File: src/rtl/core/ppd_pkg.sv
package ppd_pkg;

    localparam int CoordW = 32;
    localparam int DiffW  = 33;
    localparam int WideW  = 67;
    localparam int DistW  = 33;
    localparam int TBits  = 32;
    localparam int RootBits = 34;

    localparam logic [1:0] RegRefX  = 2'd0;
    localparam logic [1:0] RegRefY  = 2'd1;
    localparam logic [1:0] RegRefZ  = 2'd2;
    localparam logic [1:0] RegLimit = 2'd3;

    // datapath operations issued by the controller
    typedef enum logic [3:0] {
        OP_NONE   = 4'd0,
        OP_LOAD   = 4'd1,
        OP_SQ     = 4'd2,
        OP_SPAN   = 4'd3,
        OP_DOT    = 4'd4,
        OP_DIVI   = 4'd5,
        OP_DIVS   = 4'd6,
        OP_FOOT   = 4'd7,
        OP_FDIFF  = 4'd8,
        OP_UPDATE = 4'd9,
        OP_ROOTI  = 4'd10,
        OP_ROOTS  = 4'd11,
        OP_SEED   = 4'd12,
        OP_FEND   = 4'd13,
        OP_FSTART = 4'd14,
        OP_COMMIT = 4'd15
    } t_op;

    typedef struct packed {
        t_op        op;
        logic [2:0] lane;
    } t_cmd;

    typedef struct packed {
        logic skip;
        logic dot_le0;
        logic dot_ge;
        logic have_first;
    } t_sts;

endpackage

File: src/rtl/core/ppd_ctrl.sv
module ppd_ctrl (
    input  logic           i_clk,
    input  logic           i_rst_n,
    input  logic           i_in_valid,
    output logic           o_in_ready,
    input  logic           i_last,
    output logic           o_out_valid,
    input  logic           i_out_ready,
    input  ppd_pkg::t_sts  i_sts,
    output ppd_pkg::t_cmd  o_cmd
);
    import ppd_pkg::*;

    typedef enum logic [11:0] {
        S_IDLE  = 12'b000000000001,
        S_SEED  = 12'b000000000010,
        S_SPAN  = 12'b000000000100,
        S_CHK   = 12'b000000001000,
        S_DOT   = 12'b000000010000,
        S_DIV   = 12'b000000100000,
        S_FOOT  = 12'b000001000000,
        S_FSQ   = 12'b000010000000,
        S_UPD   = 12'b000100000000,
        S_ROOT  = 12'b001000000000,
        S_DONE  = 12'b010000000000,
        S_OUT   = 12'b100000000000
    } t_state;

    t_state r_state, n_state;
    logic [5:0] r_cnt, n_cnt;
    logic r_seed, n_seed;

    // the first cycle of S_OUT loads the result register; offer it after that
    assign o_in_ready  = (r_state == S_IDLE);
    assign o_out_valid = (r_state == S_OUT) && (r_cnt != 6'd62);

    always_ff @(posedge i_clk) begin
        if (!i_rst_n) begin
            r_state <= S_IDLE;
            r_cnt   <= '0;
            r_seed  <= 1'b0;
        end else begin
            r_state <= n_state;
            r_cnt   <= n_cnt;
            r_seed  <= n_seed;
        end
    end

    // sequence one vertex through the shared datapath
    always_comb begin
        n_state = r_state;
        n_cnt   = r_cnt;
        n_seed  = r_seed;
        o_cmd.op   = OP_NONE;
        o_cmd.lane = '0;
        unique case (r_state)
            S_IDLE: if (i_in_valid) begin
                o_cmd.op = OP_LOAD;
                n_cnt    = '0;
                n_seed   = !i_sts.have_first;
                n_state  = i_sts.have_first ? S_SPAN : S_SEED;
            end
            S_SEED: begin
                o_cmd.op   = OP_SEED;
                o_cmd.lane = 3'(r_cnt);
                n_cnt      = r_cnt + 6'd1;
                if (r_cnt == 6'd2) n_state = S_UPD;
            end
            S_SPAN: begin
                o_cmd.op   = OP_SPAN;
                o_cmd.lane = 3'(r_cnt);
                n_cnt      = r_cnt + 6'd1;
                if (r_cnt == 6'd2) begin
                    n_cnt   = '0;
                    n_state = S_CHK;
                end
            end
            S_CHK: begin
                n_state = i_sts.skip ? S_DONE : S_DOT;
            end
            S_DOT: begin
                o_cmd.op   = OP_DOT;
                o_cmd.lane = 3'(r_cnt);
                n_cnt      = r_cnt + 6'd1;
                if (r_cnt == 6'd2) begin
                    n_cnt   = '0;
                    n_state = S_DIV;
                end
            end
            S_DIV: begin
                if (r_cnt == 6'd0) begin
                    if (i_sts.dot_le0) begin
                        o_cmd.op = OP_FSTART;
                        n_state  = S_FSQ;
                    end else if (i_sts.dot_ge) begin
                        o_cmd.op = OP_FEND;
                        n_state  = S_FSQ;
                    end else begin
                        o_cmd.op = OP_DIVI;
                        n_cnt    = 6'd1;
                    end
                end else begin
                    o_cmd.op = OP_DIVS;
                    n_cnt    = r_cnt + 6'd1;
                    if (r_cnt == 6'(TBits)) begin
                        n_cnt   = '0;
                        n_state = S_FOOT;
                    end
                end
            end
            S_FOOT: begin
                o_cmd.op   = OP_FOOT;
                o_cmd.lane = 3'(r_cnt);
                n_cnt      = r_cnt + 6'd1;
                if (r_cnt == 6'd2) n_state = S_FSQ;
            end
            S_FSQ: begin
                if (r_cnt != 6'd63) begin
                    o_cmd.op = OP_FDIFF;
                    n_cnt    = 6'd63;
                end else begin
                    o_cmd.op = OP_NONE;
                    n_cnt    = '0;
                    n_state  = S_SEED;
                end
            end
            S_UPD: begin
                o_cmd.op   = OP_UPDATE;
                o_cmd.lane = {2'b00, r_seed};
                n_state    = S_DONE;
            end
            S_DONE: begin
                if (i_last) begin
                    o_cmd.op = OP_ROOTI;
                    n_cnt    = '0;
                    n_state  = S_ROOT;
                end else begin
                    o_cmd.op = OP_COMMIT;
                    n_state  = S_IDLE;
                end
            end
            S_ROOT: begin
                o_cmd.op = OP_ROOTS;
                n_cnt    = r_cnt + 6'd1;
                if (r_cnt == 6'(RootBits - 1)) begin
                    o_cmd.op = OP_ROOTS;
                    n_state  = S_OUT;
                    n_cnt    = 6'd62;
                end
            end
            S_OUT: begin
                if (r_cnt == 6'd62) begin
                    o_cmd.op = OP_COMMIT;
                    n_cnt    = '0;
                end else if (i_out_ready) begin
                    n_state = S_IDLE;
                end
            end
            default: n_state = S_IDLE;
        endcase
        if (r_state == S_FSQ && r_cnt == 6'd63) n_seed = 1'b0;
    end

endmodule

File: config.mk
export PLATFORM = sky130hd
export DESIGN_NAME = ppd_ctrl
export DESIGN_NICKNAME = d
export VERILOG_FILES = /design/src/rtl/core/ppd_pkg.sv /design/src/rtl/core/ppd_ctrl.sv
export SDC_FILE = /design/constraint.sdc
export NUM_CORES = 1
export LEC_CHECK = 0
export ABC_AREA = 1
export BUFFER_PORTS_ARGS = -buffer_cell sky130_fd_sc_hd__buf_4
export CORE_ASPECT_RATIO = 0.7
export CORE_UTILIZATION = 40
export DETAILED_ROUTE_END_ITERATION = 8
export SYNTH_ARGS = -nofsm -noshare
export SYNTH_HDL_FRONTEND = slang
export SYNTH_SLANG_ARGS = --single-unit
File: constraint.sdc
create_clock -name i_clk -period 2.9 [get_ports i_clk]
set_input_delay 0.29 -clock i_clk [delete_from_list [all_inputs] [get_ports i_clk]]
set_output_delay 0.29 -clock i_clk [all_outputs]
set_load 0.05 [all_outputs]
==> reports/results.ini, run 1 <==
[status]
outcome=complete, no violations

[critical_path]
setup.worst_path.start=r_state[6]$_SDFFE_PN0P_
r2r_end=r_cnt[5]$_SDFFE_PN0P_
crit_cells=7
path_delay_family=simple AND/OR/NAND/NOR gates
r2r_cells=9
critical_path_class=reg -> out
crit_end=o_cmd[3]
startpoint_type=register
crit_top_cell=nand2_1
crit_buf_inv=1
r2r-start=r_state[6]$_SDFFE_PN0P_
rrSetupSlack_ns=0.93
arrival_ns=2.04
slowest_stage=nor2_2
cp.required_ns=2.61
slowest_delay_ns=0.42
cp_max_fo=11
end_kind=primary output
worstPathCellList=nor2_1 > nand2_1 > nor2_2 > nand3b_1 > o2111a_1 > nand2_1 > buf_4

[power]
leakagePower_nw=0.9384
clkPwrFrac=0.116
irDropWorstVdd_mv=0.5199
intPower_uw=779.0
switching_power_uw=982.8
seq_power_share=0.204
p_sw_frac=0.5579
combPwrFrac=0.680
cellPowerDensity_mw_per_mm2=961.2

[global_routing]
grt_overflow=0
grt_pass1_wl_um=7176
grt_usage=0.2275
grt_max_degree=12
grt_pass1_vias=1415
antenna_found_initial=0

[logic_synthesis]
yosys.area.top_type=dfxtp_1
synth_seq_cells=19
synth_top_area_share=0.2353
yosys_warnings=0
avgSynthCellArea_sq_um=6.147
synth_seq_area_share=0.2353
synth_fp_nets=276
synthCells=263
synth_cell_type_count=33
syn_area_sq_mm=0.001617
synth.area.top_cells=dfxtp_1 24%, nand2_1 16%, nor2_1 8.8%

[clock_tree]
clockBufferDepth=2
clk_latency_ns=0.28
cts_root_buf=clkbuf_8
ctsResizeCount=0
cts_setup_buffers=0
cts_max_level=1
cts_hold_buf=0
cts.clk_slew.worst_paths_ns=0.09
cts_sinks=19
cts_buffers=3
tritoncts=done

[timing]
report.final.slew_viol_count=0
clock_skew_ns=0.01611
rsz0062_at_grt=no
max_freq_mhz=429.0
hold_viol=0
finalCritPeriodShare=0.8037
setup_viol=0
max_slew_margin=0.6598
period_needed_ns=2.331
final.setup.tns_ns=0
tightest_slew_ns=0.5065

[floorplan]
die_area_sq_mm=0.004303
placementRows=18
die_h_um=55.19
die_w_um=77.98
start_util=0.4377
pin_count=18
core_area_sq_mm=0.003694

[layout]
fin_cells=331
post-route-cell-area_sq_mm=0.001833
finalNetCount=295
fillers=400
layout-drive-gt1-share=0.1779
final_cell_mix=68 x nand2_1, 38 x nor2_1, 36 x inv_1, 19 x dfxtp_1, 17 x buf_4
layout_commonest_cell=nand2_1
antennaDiodeCount=0
area_growth_pct=13.39

[run]
cap_violations=0

[placed_design]
dp_hpwl_um=3648
placed_area_sq_mm=0.001787
dp.cells=327
place_congestion=0.8897
io_buffer_count=17

[worst_hold_path]
hold_path.class=in -> reg

[drt]
vias=1693
firstDrtPassIters=4
wl_um=4537
routed_via_density=5.115
drtIter0Drc=204
drc=0
wire_per_inst_um=13.71
ant_nets=0

-- power groups by stage --
stage	logic [mW]	clock network [mW]	registers, mW
2_1_floorplan	0.923	0	0.355
3_3_place_gp	1.19	0	0.363
3_5_place_dp	1.18	0	0.364
4_1_cts	1.18	0.207	0.358
5_1_grt	1.32	0.219	0.367
6_report	1.20	0.204	0.360
-- worst min path at each step --
stage | cells past startpoint | slack (ns) | end | from
after floorplan | 1 | 0.38 | r_seed$_SDFFE_PP0P_ | i_sts[0]
after global placement | 2 | 0.51 | r_state[6]$_SDFFE_PN0P_ | r_state[6]$_SDFFE_PN0P_
after detailed placement | 2 | 0.51 | r_state[4]$_SDFFE_PN0P_ | r_state[4]$_SDFFE_PN0P_
after CTS | 2 | 0.22 | r_seed$_SDFFE_PP0P_ | i_sts[0]
after global routing | 2 | 0.23 | r_seed$_SDFFE_PP0P_ | i_sts[0]
final | 2 | 0.22 | r_seed$_SDFFE_PP0P_ | i_sts[0]
-- flip-flops by register name (all words and copies together) (netlist names) --
signal   count
r_state     12
r_cnt        6
r_seed       1
-- per-layer routing --
| metal | routed length [um] | global-route usage | vias up |
|---|---|---|---|
| met3 | 322 | 0.03770 | 4 |
| li1 | - | - | 877 |
| met1 | 2441 | 0.3594 | 760 |
| met2 | 1747 | 0.3127 | 52 |
| met4 | 26 | 0.04630 | 0 |
| met5 | 0 | 0 | - |
-- kinds of logic after synthesis --
family | after synthesis | synth area share
xor gates and xnor gates | 3 | 0.01626
buffers and inverters | 43 | 0.1068
DFF | 19 | 0.2353
AOI/OAI and AO/OA | 24 | 0.09211
and+or+nand+nor | 170 | 0.5186
adders and majority gates | 4 | 0.03096
-- Yosys cell counts --
cell type / n
nand2_1: 68
nor2_1: 38
inv_1: 36
dfxtp_1: 19
nand3_1: 14
nand4_1: 13
a21oi_1: 11
nor2_2: 7
nand3b_1: 6
nor3_1: 6
o21ai_0: 6
nand2_2: 5
ha_1: 4
nand3_2: 4
nand2_4: 3
xor2_1: 3
clkinv_1: 2
nor2_4: 2
or2_2: 2
buf_1: 1
buf_2: 1
buf_6: 1
inv_2: 1
inv_4: 1
nand3_4: 1
nand4_2: 1
o2111a_1: 1
o211ai_1: 1
o21ai_1: 1
o21ai_2: 1
o21ai_4: 1
o22ai_1: 1
o311ai_0: 1
-- per-stage QoR --
stage	hold WS, ns	worst slack, ns	utilization	total power, mW
3_5_place_dp	0.5144	0.9176	0.4837	1.544
4_1_cts	0.2243	0.6014	0.4963	1.748
6_report	0.2242	0.5692	0.4963	1.762
3_3_place_gp	0.5075	0.8902	0.4837	1.555
5_1_grt	0.2304	0.4558	0.4963	1.908
2_1_floorplan	0.3803	0.5199	-	1.278
-- final cells by class --
cell class	count	area (sq um)	share of cell area
multi-input cells	201	1064	0.5802
repair buffers	17	127.6	0.06962
flip-flops and latches	19	380.4	0.2075
clock inverters	1	5.005	0.002730
inverters	40	152.6	0.08328
well taps	50	62.56	0.03413
clock buffers	3	41.29	0.02253
-- worst register-to-register path, delay by kind of cell (launching register included) --
family / cells / cell delay, ns
AND/OR/NAND/NOR: 8 / 1.40
flip-flops: 1 / 0.35
AO/OA/AOI/OAI: 1 / 0.14
No activity file was read; power rests on OpenSTA's default activity.
==> run 2, diff against run 1 <==
--- a/config.mk
+++ b/config.mk
@@ -5,7 +5,7 @@
 export SDC_FILE = /design/constraint.sdc
 export NUM_CORES = 1
 export LEC_CHECK = 0
-export ABC_AREA = 1
+export ABC_AREA = 0
 export BUFFER_PORTS_ARGS = -buffer_cell sky130_fd_sc_hd__buf_4
 export CORE_ASPECT_RATIO = 0.7
 export CORE_UTILIZATION = 40
==> constraint.sdc (replaced) <==
create_clock -name i_clk -period 2 [get_ports i_clk]
set_input_delay 0.2 -clock i_clk [delete_from_list [all_inputs] [get_ports i_clk]]
set_output_delay 0.2 -clock i_clk [all_outputs]
set_load 0.05 [all_outputs]
==> run 2 against run 1 <==
  * The flow now finishes with violations (setup timing)
  * Synthesized area grew 3.5%
  * Register-to-register slack worse by 1.2 ns
  * First-iteration DRC count increased by 90%
  * Power rose by 36%
  * Combinational power up 37%
  * Non-clock buffer count up 101
  * Synthesized cell count is 16% lower
  * Flip-flop and latch count is the same
  * Wire length grew 70%
  * Utilization rose by 29 points
==> reports/results.ini, run 2 <==
[floorplan]
start_util=0.4214
die_h_um=56.11
placementRows=19
core_area_sq_mm=0.003970
pin_count=18
die_area_sq_mm=0.004449
die_w_um=79.30

[power]
combPwrFrac=0.685
irDropWorstVdd_mv=0.6287
switching_power_mw=1.024
cellPowerDensity_mw_per_mm2=769.3
seq_power_share=0.190
p_sw_frac=0.4269
leakagePower_nw=1.391
intPower_mw=1.374
clkPwrFrac=0.125

[logic_synthesis]
synth.area.top_cells=dfxtp_1 23%, nor2_1 4.7%, nand2_1 3.6%
synth_seq_cells=19
synthFlopType=dfxtp_1
synth_cell_type_count=58
async_flop_share=0
yosysMostFrequentCell=nor2_1
synthTopCellsByCount=21 x nor2_1, 19 x dfxtp_1, 16 x nand2_1
synth_seq_area_share=0.2274
synthCells=222
yosys_warnings=0
syn_area_sq_mm=0.001673
yosys.area.top_type=dfxtp_1
avgSynthCellArea_sq_um=7.535
synth_top_area_share=0.2274
synth_edf_count=0
synth_fp_nets=235

[layout]
largest_register=r_state
final_util=0.7851
reg_top3=r_state (12), r_cnt (6), r_seed (1)
largest_register_ff_count=12
final_cell_mix=94 x buf_4, 20 x buf_6, 15 x nor2_1, 12 x nand2_1
layout-drive-gt1-share=0.6012
finalNetCount=340
antennaDiodeCount=0
fillers=257
layout_commonest_cell=buf_4
area_growth_pct=86.31

[timing]
clock_skew_ns=0.02122
setup_ws_ns=-0.2866
rsz0062_at_grt=yes
finalCritPeriodShare=1.143
report.final.slew_viol_count=0
setup_viol=24
final.setup.tns_ns=-4.154
tightest_slew_ns=0.3929
max_slew_margin=0.7347
max_freq_mhz=437.3
period_needed_ns=2.287
hold_viol=0

[clock_tree]
cts_buffers=3
cts_hold_buf=0
tritoncts=done
clk_latency_ns=0.28
cts_root_buf=clkbuf_8
cts.clk_slew.worst_paths_ns=0.10
cts_sinks=19
clockBufferDepth=2
cts_max_level=1

[global_routing]
grt_pass1_vias=2086
antenna_found_initial=0
grt_pass1_wl_um=10410
grt_overflow=0
grt_usage=0.3090
grt_max_degree=19

[critical_path]
rrSetupSlack_ns=-0.27
crit_buf_inv=4
slowest_stage=dfxtp_4
crit_top_cell=buf_4
r2r_cells=9
path_delay_family=buffers and inverters
r2r_end=r_state[0]$_SDFFE_PN1P_
cp.required_ns=1.80
startpoint_type=register
worstPathCellList=nor4_2 > buf_4 > buf_4 > nand3_1 > a31oi_4 > buf_4 > or3_4 > buf_8
critical_path_class=reg -> out
r2r-start=r_cnt[0]$_SDFFE_PN0P_
arrival_ns=2.09
cp_max_fo=7
end_kind=primary output
slowest_delay_ns=0.36

[worst_hold_path]
hold_path.class=in -> reg
hp-start=i_last
min_to=r_state[9]$_SDFFE_PN0P_
hold_depth=3

[drt]
drc=0
wl_um=7731
vias=2378
routed_via_density=6.291
drtIter0Drc=388
ant_nets=0
wire_per_inst_um=20.45
firstDrtPassIters=7

[run]
cap_violations=0

[placed_design]
io_buffer_count=17
place_congestion=0.9583
dp_hpwl_um=4379

[status]
outcome=complete, but fails checks
violations=setup timing

==> run 2: timing repair <==
item / in CTS / in global routing
gates resized for setup: 68 / 49
gates cloned: 0 / 1
pin swaps: 21 / 30
setup endpoints to repair: 27 / 26
setup buffers: 18 / 10
==> run 2: final cells by class <==
class	instances	area [sq um]	area share
multi-input cells	174	1540	0.4942
clock inverters	1	5.005	0.001606
flip-flops and latches	19	420.4	0.1349
well taps	52	65.06	0.02088
clock buffers	3	41.29	0.01325
inverters	11	48.80	0.01566
repair buffers	118	996.0	0.3196
==> run 2: power by group through the flow <==
| stage | sequential, mW | combinational [mW] | clock, mW |
|---|---|---|---|
| 2_1_floorplan | 0.432 | 0.632 | 0 |
| 3_3_place_gp | 0.452 | 1.04 | 0 |
| 3_5_place_dp | 0.452 | 1.04 | 0 |
| 4_1_cts | 0.456 | 1.33 | 0.297 |
| 5_1_grt | 0.459 | 1.70 | 0.314 |
| 6_report | 0.456 | 1.64 | 0.300 |
==> run 2: logic make-up after synthesis <==
family | count (synthesis) | synth area share
AOI/OAI and AO/OA | 61 | 0.2715
xor gates and xnor gates | 7 | 0.03665
adders and majority gates | 4 | 0.02992
buffers and inverters | 29 | 0.08077
DFF | 19 | 0.2274
muxes | 2 | 0.01197
and+or+nand+nor | 100 | 0.3418
==> run 2: stage by stage <==
step | setup slack, ns | area, sq um | hold slack, ns | power, mW | instances
after CTS | -0.2163 | 2794 | 0.2036 | 2.088 | 368
after floorplan | -0.3088 | 1730 | 0.3375 | 1.064 | 222
after detailed placement | -0.3782 | 2365 | 0.5013 | 1.496 | 346
final | -0.2866 | 3117 | 0.1913 | 2.398 | 378
after global routing | -0.3343 | 3117 | 0.2054 | 2.471 | 378
after global placement | -0.2896 | 2365 | 0.4885 | 1.490 | 346
==> run 2: worst max-delay path by stage <==
stage	from	end	slack [ns]	cells past startpoint
floorplan	r_state[4]$_SDFFE_PN0P_	o_cmd[1]	-0.31	4
CTS	r_cnt[0]$_SDFFE_PN0P_	r_state[0]$_SDFFE_PN1P_	-0.22	9
global placement	r_cnt[0]$_SDFFE_PN0P_	r_state[1]$_SDFFE_PN0P_	-0.29	8
detailed placement	r_cnt[0]$_SDFFE_PN0P_	r_state[1]$_SDFFE_PN0P_	-0.38	8
global route	r_state[4]$_SDFFE_PN0P_	o_cmd[6]	-0.33	8
finish	r_state[3]$_SDFFE_PN0P_	o_cmd[6]	-0.29	8
==> run 2: worst reg2reg max path, cell delays in order (launching register included) <==
cell       delay [ns]
dfxtp_4          0.37
inv_4            0.06
ha_4             0.13
or4b_4           0.49
o2111ai_4        0.25
o21ai_4          0.11
a2111oi_4        0.28
buf_6            0.19
mux2i_1          0.18
nand2_1          0.07
==> run 2: layer usage <==
| metal | GRT usage | vias to the layer above | part of all wire |
|---|---|---|---|
| met5 | 0 | - | 0 |
| met4 | 0.1065 | 0 | 0.044 |
| met3 | 0.06066 | 49 | 0.10 |
| met2 | 0.4901 | 181 | 0.44 |
| met1 | 0.4160 | 1110 | 0.41 |
| li1 | - | 1038 | - |
==> run 3, diff against run 2 <==
--- a/config.mk
+++ b/config.mk
@@ -7,7 +7,7 @@
 export LEC_CHECK = 0
 export ABC_AREA = 0
 export BUFFER_PORTS_ARGS = -buffer_cell sky130_fd_sc_hd__buf_4
-export CORE_ASPECT_RATIO = 0.7
+export CORE_ASPECT_RATIO = 0.8
 export CORE_UTILIZATION = 40
 export DETAILED_ROUTE_END_ITERATION = 8
 export SYNTH_ARGS = -nofsm -noshare
==> run 3 against run 2 <==
  * The run still ends with setup timing left
  * Utilization decreased by 1.3 points
  * Maximum frequency fell by 2.5%
  * First-iteration DRC count decreased by 32%
  * Non-clock buffer count is 2 higher
  * Register-to-register slack worse by 0.07 ns
  * Power down 7.8%
  * Setup slack got worse by 0.058 ns
  * Sequential power shrank 0.9%
  * Critical path depth increased by 1
  * Combinational power is 12% lower
  * Clock skew fell by 0.016 ns
  * Critical endpoint is now r_state[1]$_SDFFE_PN0P_
==> reports/results.ini, run 3 (synthesis gave the netlist of run 2 again) <==
[placed_design]
place_congestion=0.9521
io_buffer_count=17
dp_hpwl_um=4354

[timing]
setup_viol=24
report.final.slew_viol_count=0
period_needed_ns=2.345
whs_ns=0.1994
hold_viol=0
clock_skew_ns=0.005674
finalCritPeriodShare=1.172
max_slew_margin=0.6751
tightest_slew_ns=0.4810
setup_ws_ns=-0.3450
max_freq_mhz=426.4
rsz0062_at_grt=yes

[drt]
ant_nets=0
drc=0
wire_per_inst_um=19.00
vias=2325
wl_um=7276
firstDrtPassIters=5
drtIter0Drc=262
routed_via_density=6.070

[clock_tree]
clockBufferDepth=2
clk_latency_ns=0.28
cts_sinks=19
cts_hold_buf=0
cts.clk_slew.worst_paths_ns=0.09
cts_buffers=3
cts_root_buf=clkbuf_8
cts_max_level=1
tritoncts=done

[global_routing]
grt_pass1_vias=1971
grt_max_degree=19
grt_usage=0.3090
grt_overflow=0
antenna_found_initial=0
grt_pass1_wl_um=9963

[power]
leakagePower_nw=1.359
power.total_mw=2.210
cellPowerDensity_mw_per_mm2=733.6
irDropWorstVdd_mv=0.5612

[floorplan]
pin_count=18
die_w_um=74.30
start_util=0.4285
die_h_um=59.84
die_area_sq_mm=0.004446
placementRows=20
core_area_sq_mm=0.003904

[critical_path]
arrival_ns=2.52
startpoint_type=register
critical_path_class=reg -> reg
end_kind=register
cp.required_ns=2.17
cp_max_fo=7

[layout]
antennaDiodeCount=0
layout_commonest_cell=buf_4
finalNetCount=342
area_growth_pct=80.10
layout-drive-gt1-share=0.5732
largest_register=r_state
reg_top3=r_state (12), r_cnt (6), r_seed (1)
final_cell_mix=104 x buf_4, 15 x nor2_1, 12 x nand2_1, 12 x buf_6, 9 x a21oi_1
largest_register_ff_count=12

[status]
violations=setup timing
outcome=complete, but fails checks

[worst_hold_path]
hold_path.class=in -> reg

[run]
cap_violations=0

-- run 3: cell count changes in the layout (fill, tap and decap cells not counted), sizes merged --
cell / previous run / this run
inv: 10 / 11
clkinv: 2 / 1
buf: 118 / 120
-- run 3: repair_timing --
item                                    in CTS  in global routing
gates resized for setup                     47                 40
endpoints found under the hold margin        0                  0
endpoints found under the setup margin      24                 25
pin swaps                                   12                 20
setup buffers                               16                 12
-- run 3: stage by stage --
stage	TNS, ns	util	instance area (sq um)	instances	setup WS [ns]
after detailed placement	-4.047	0.6106	2384	351	-0.3809
after global routing	-5.687	0.7718	3013	383	-0.3797
final	-4.319	0.7718	3013	383	-0.3450
after CTS	-2.845	0.7042	2749	371	-0.2258
after global placement	-3.438	0.6106	2384	351	-0.2836
after floorplan	-1.151	-	1730	222	-0.3088
-- run 3: final cells by class --
cell class              count  area [sq um]
fillers                   258         890.9
clock inverters             1         5.005
flip-flops and latches     19         409.1
repair buffers            120         980.9
multi-input cells         174          1461
well taps                  55         68.82
inverters                  11         46.29
clock buffers               3         41.29
-- run 3: path summary, 6_finish.rpt --
kind	to	slack, ns	cells after the start	from
worst min register to register	r_state[0]$_SDFFE_PN1P_	0.54	2	r_state[0]$_SDFFE_PN1P_
worst min-delay path	r_state[9]$_SDFFE_PN0P_	0.20	3	i_last
worst max-delay path	r_state[1]$_SDFFE_PN0P_	-0.34	9	r_cnt[1]$_SDFFE_PN0P_
worst max register to register	r_state[1]$_SDFFE_PN0P_	-0.34	9	r_cnt[1]$_SDFFE_PN0P_
-- run 3: report_power, final --
group | leakage [nW] | internal (mW) | total, mW | switching (mW)
logic | 1.17 | 0.700 | 1.45 | 0.751
clock network | 0.0255 | 0.140 | 0.307 | 0.167
registers | 0.161 | 0.413 | 0.452 | 0.0392
-- run 3: layer usage --
layer | routed length [um] | vias up | GRT usage
met5 | 0 | - | 0
met4 | 261 | 0 | 0.1348
met3 | 709 | 34 | 0.07757
met2 | 3386 | 169 | 0.4740
met1 | 2918 | 1086 | 0.4108
li1 | - | 1036 | -
-- run 3: worst max-delay path: stages, from the launching register on --
cell       delay (ns)
dfxtp_2          0.33
inv_2            0.07
ha_4             0.14
or4b_4           0.50
o2111ai_4        0.24
o21ai_2          0.11
a2111oi_4        0.31
buf_4            0.22
o211ai_1         0.14
o211a_1          0.17
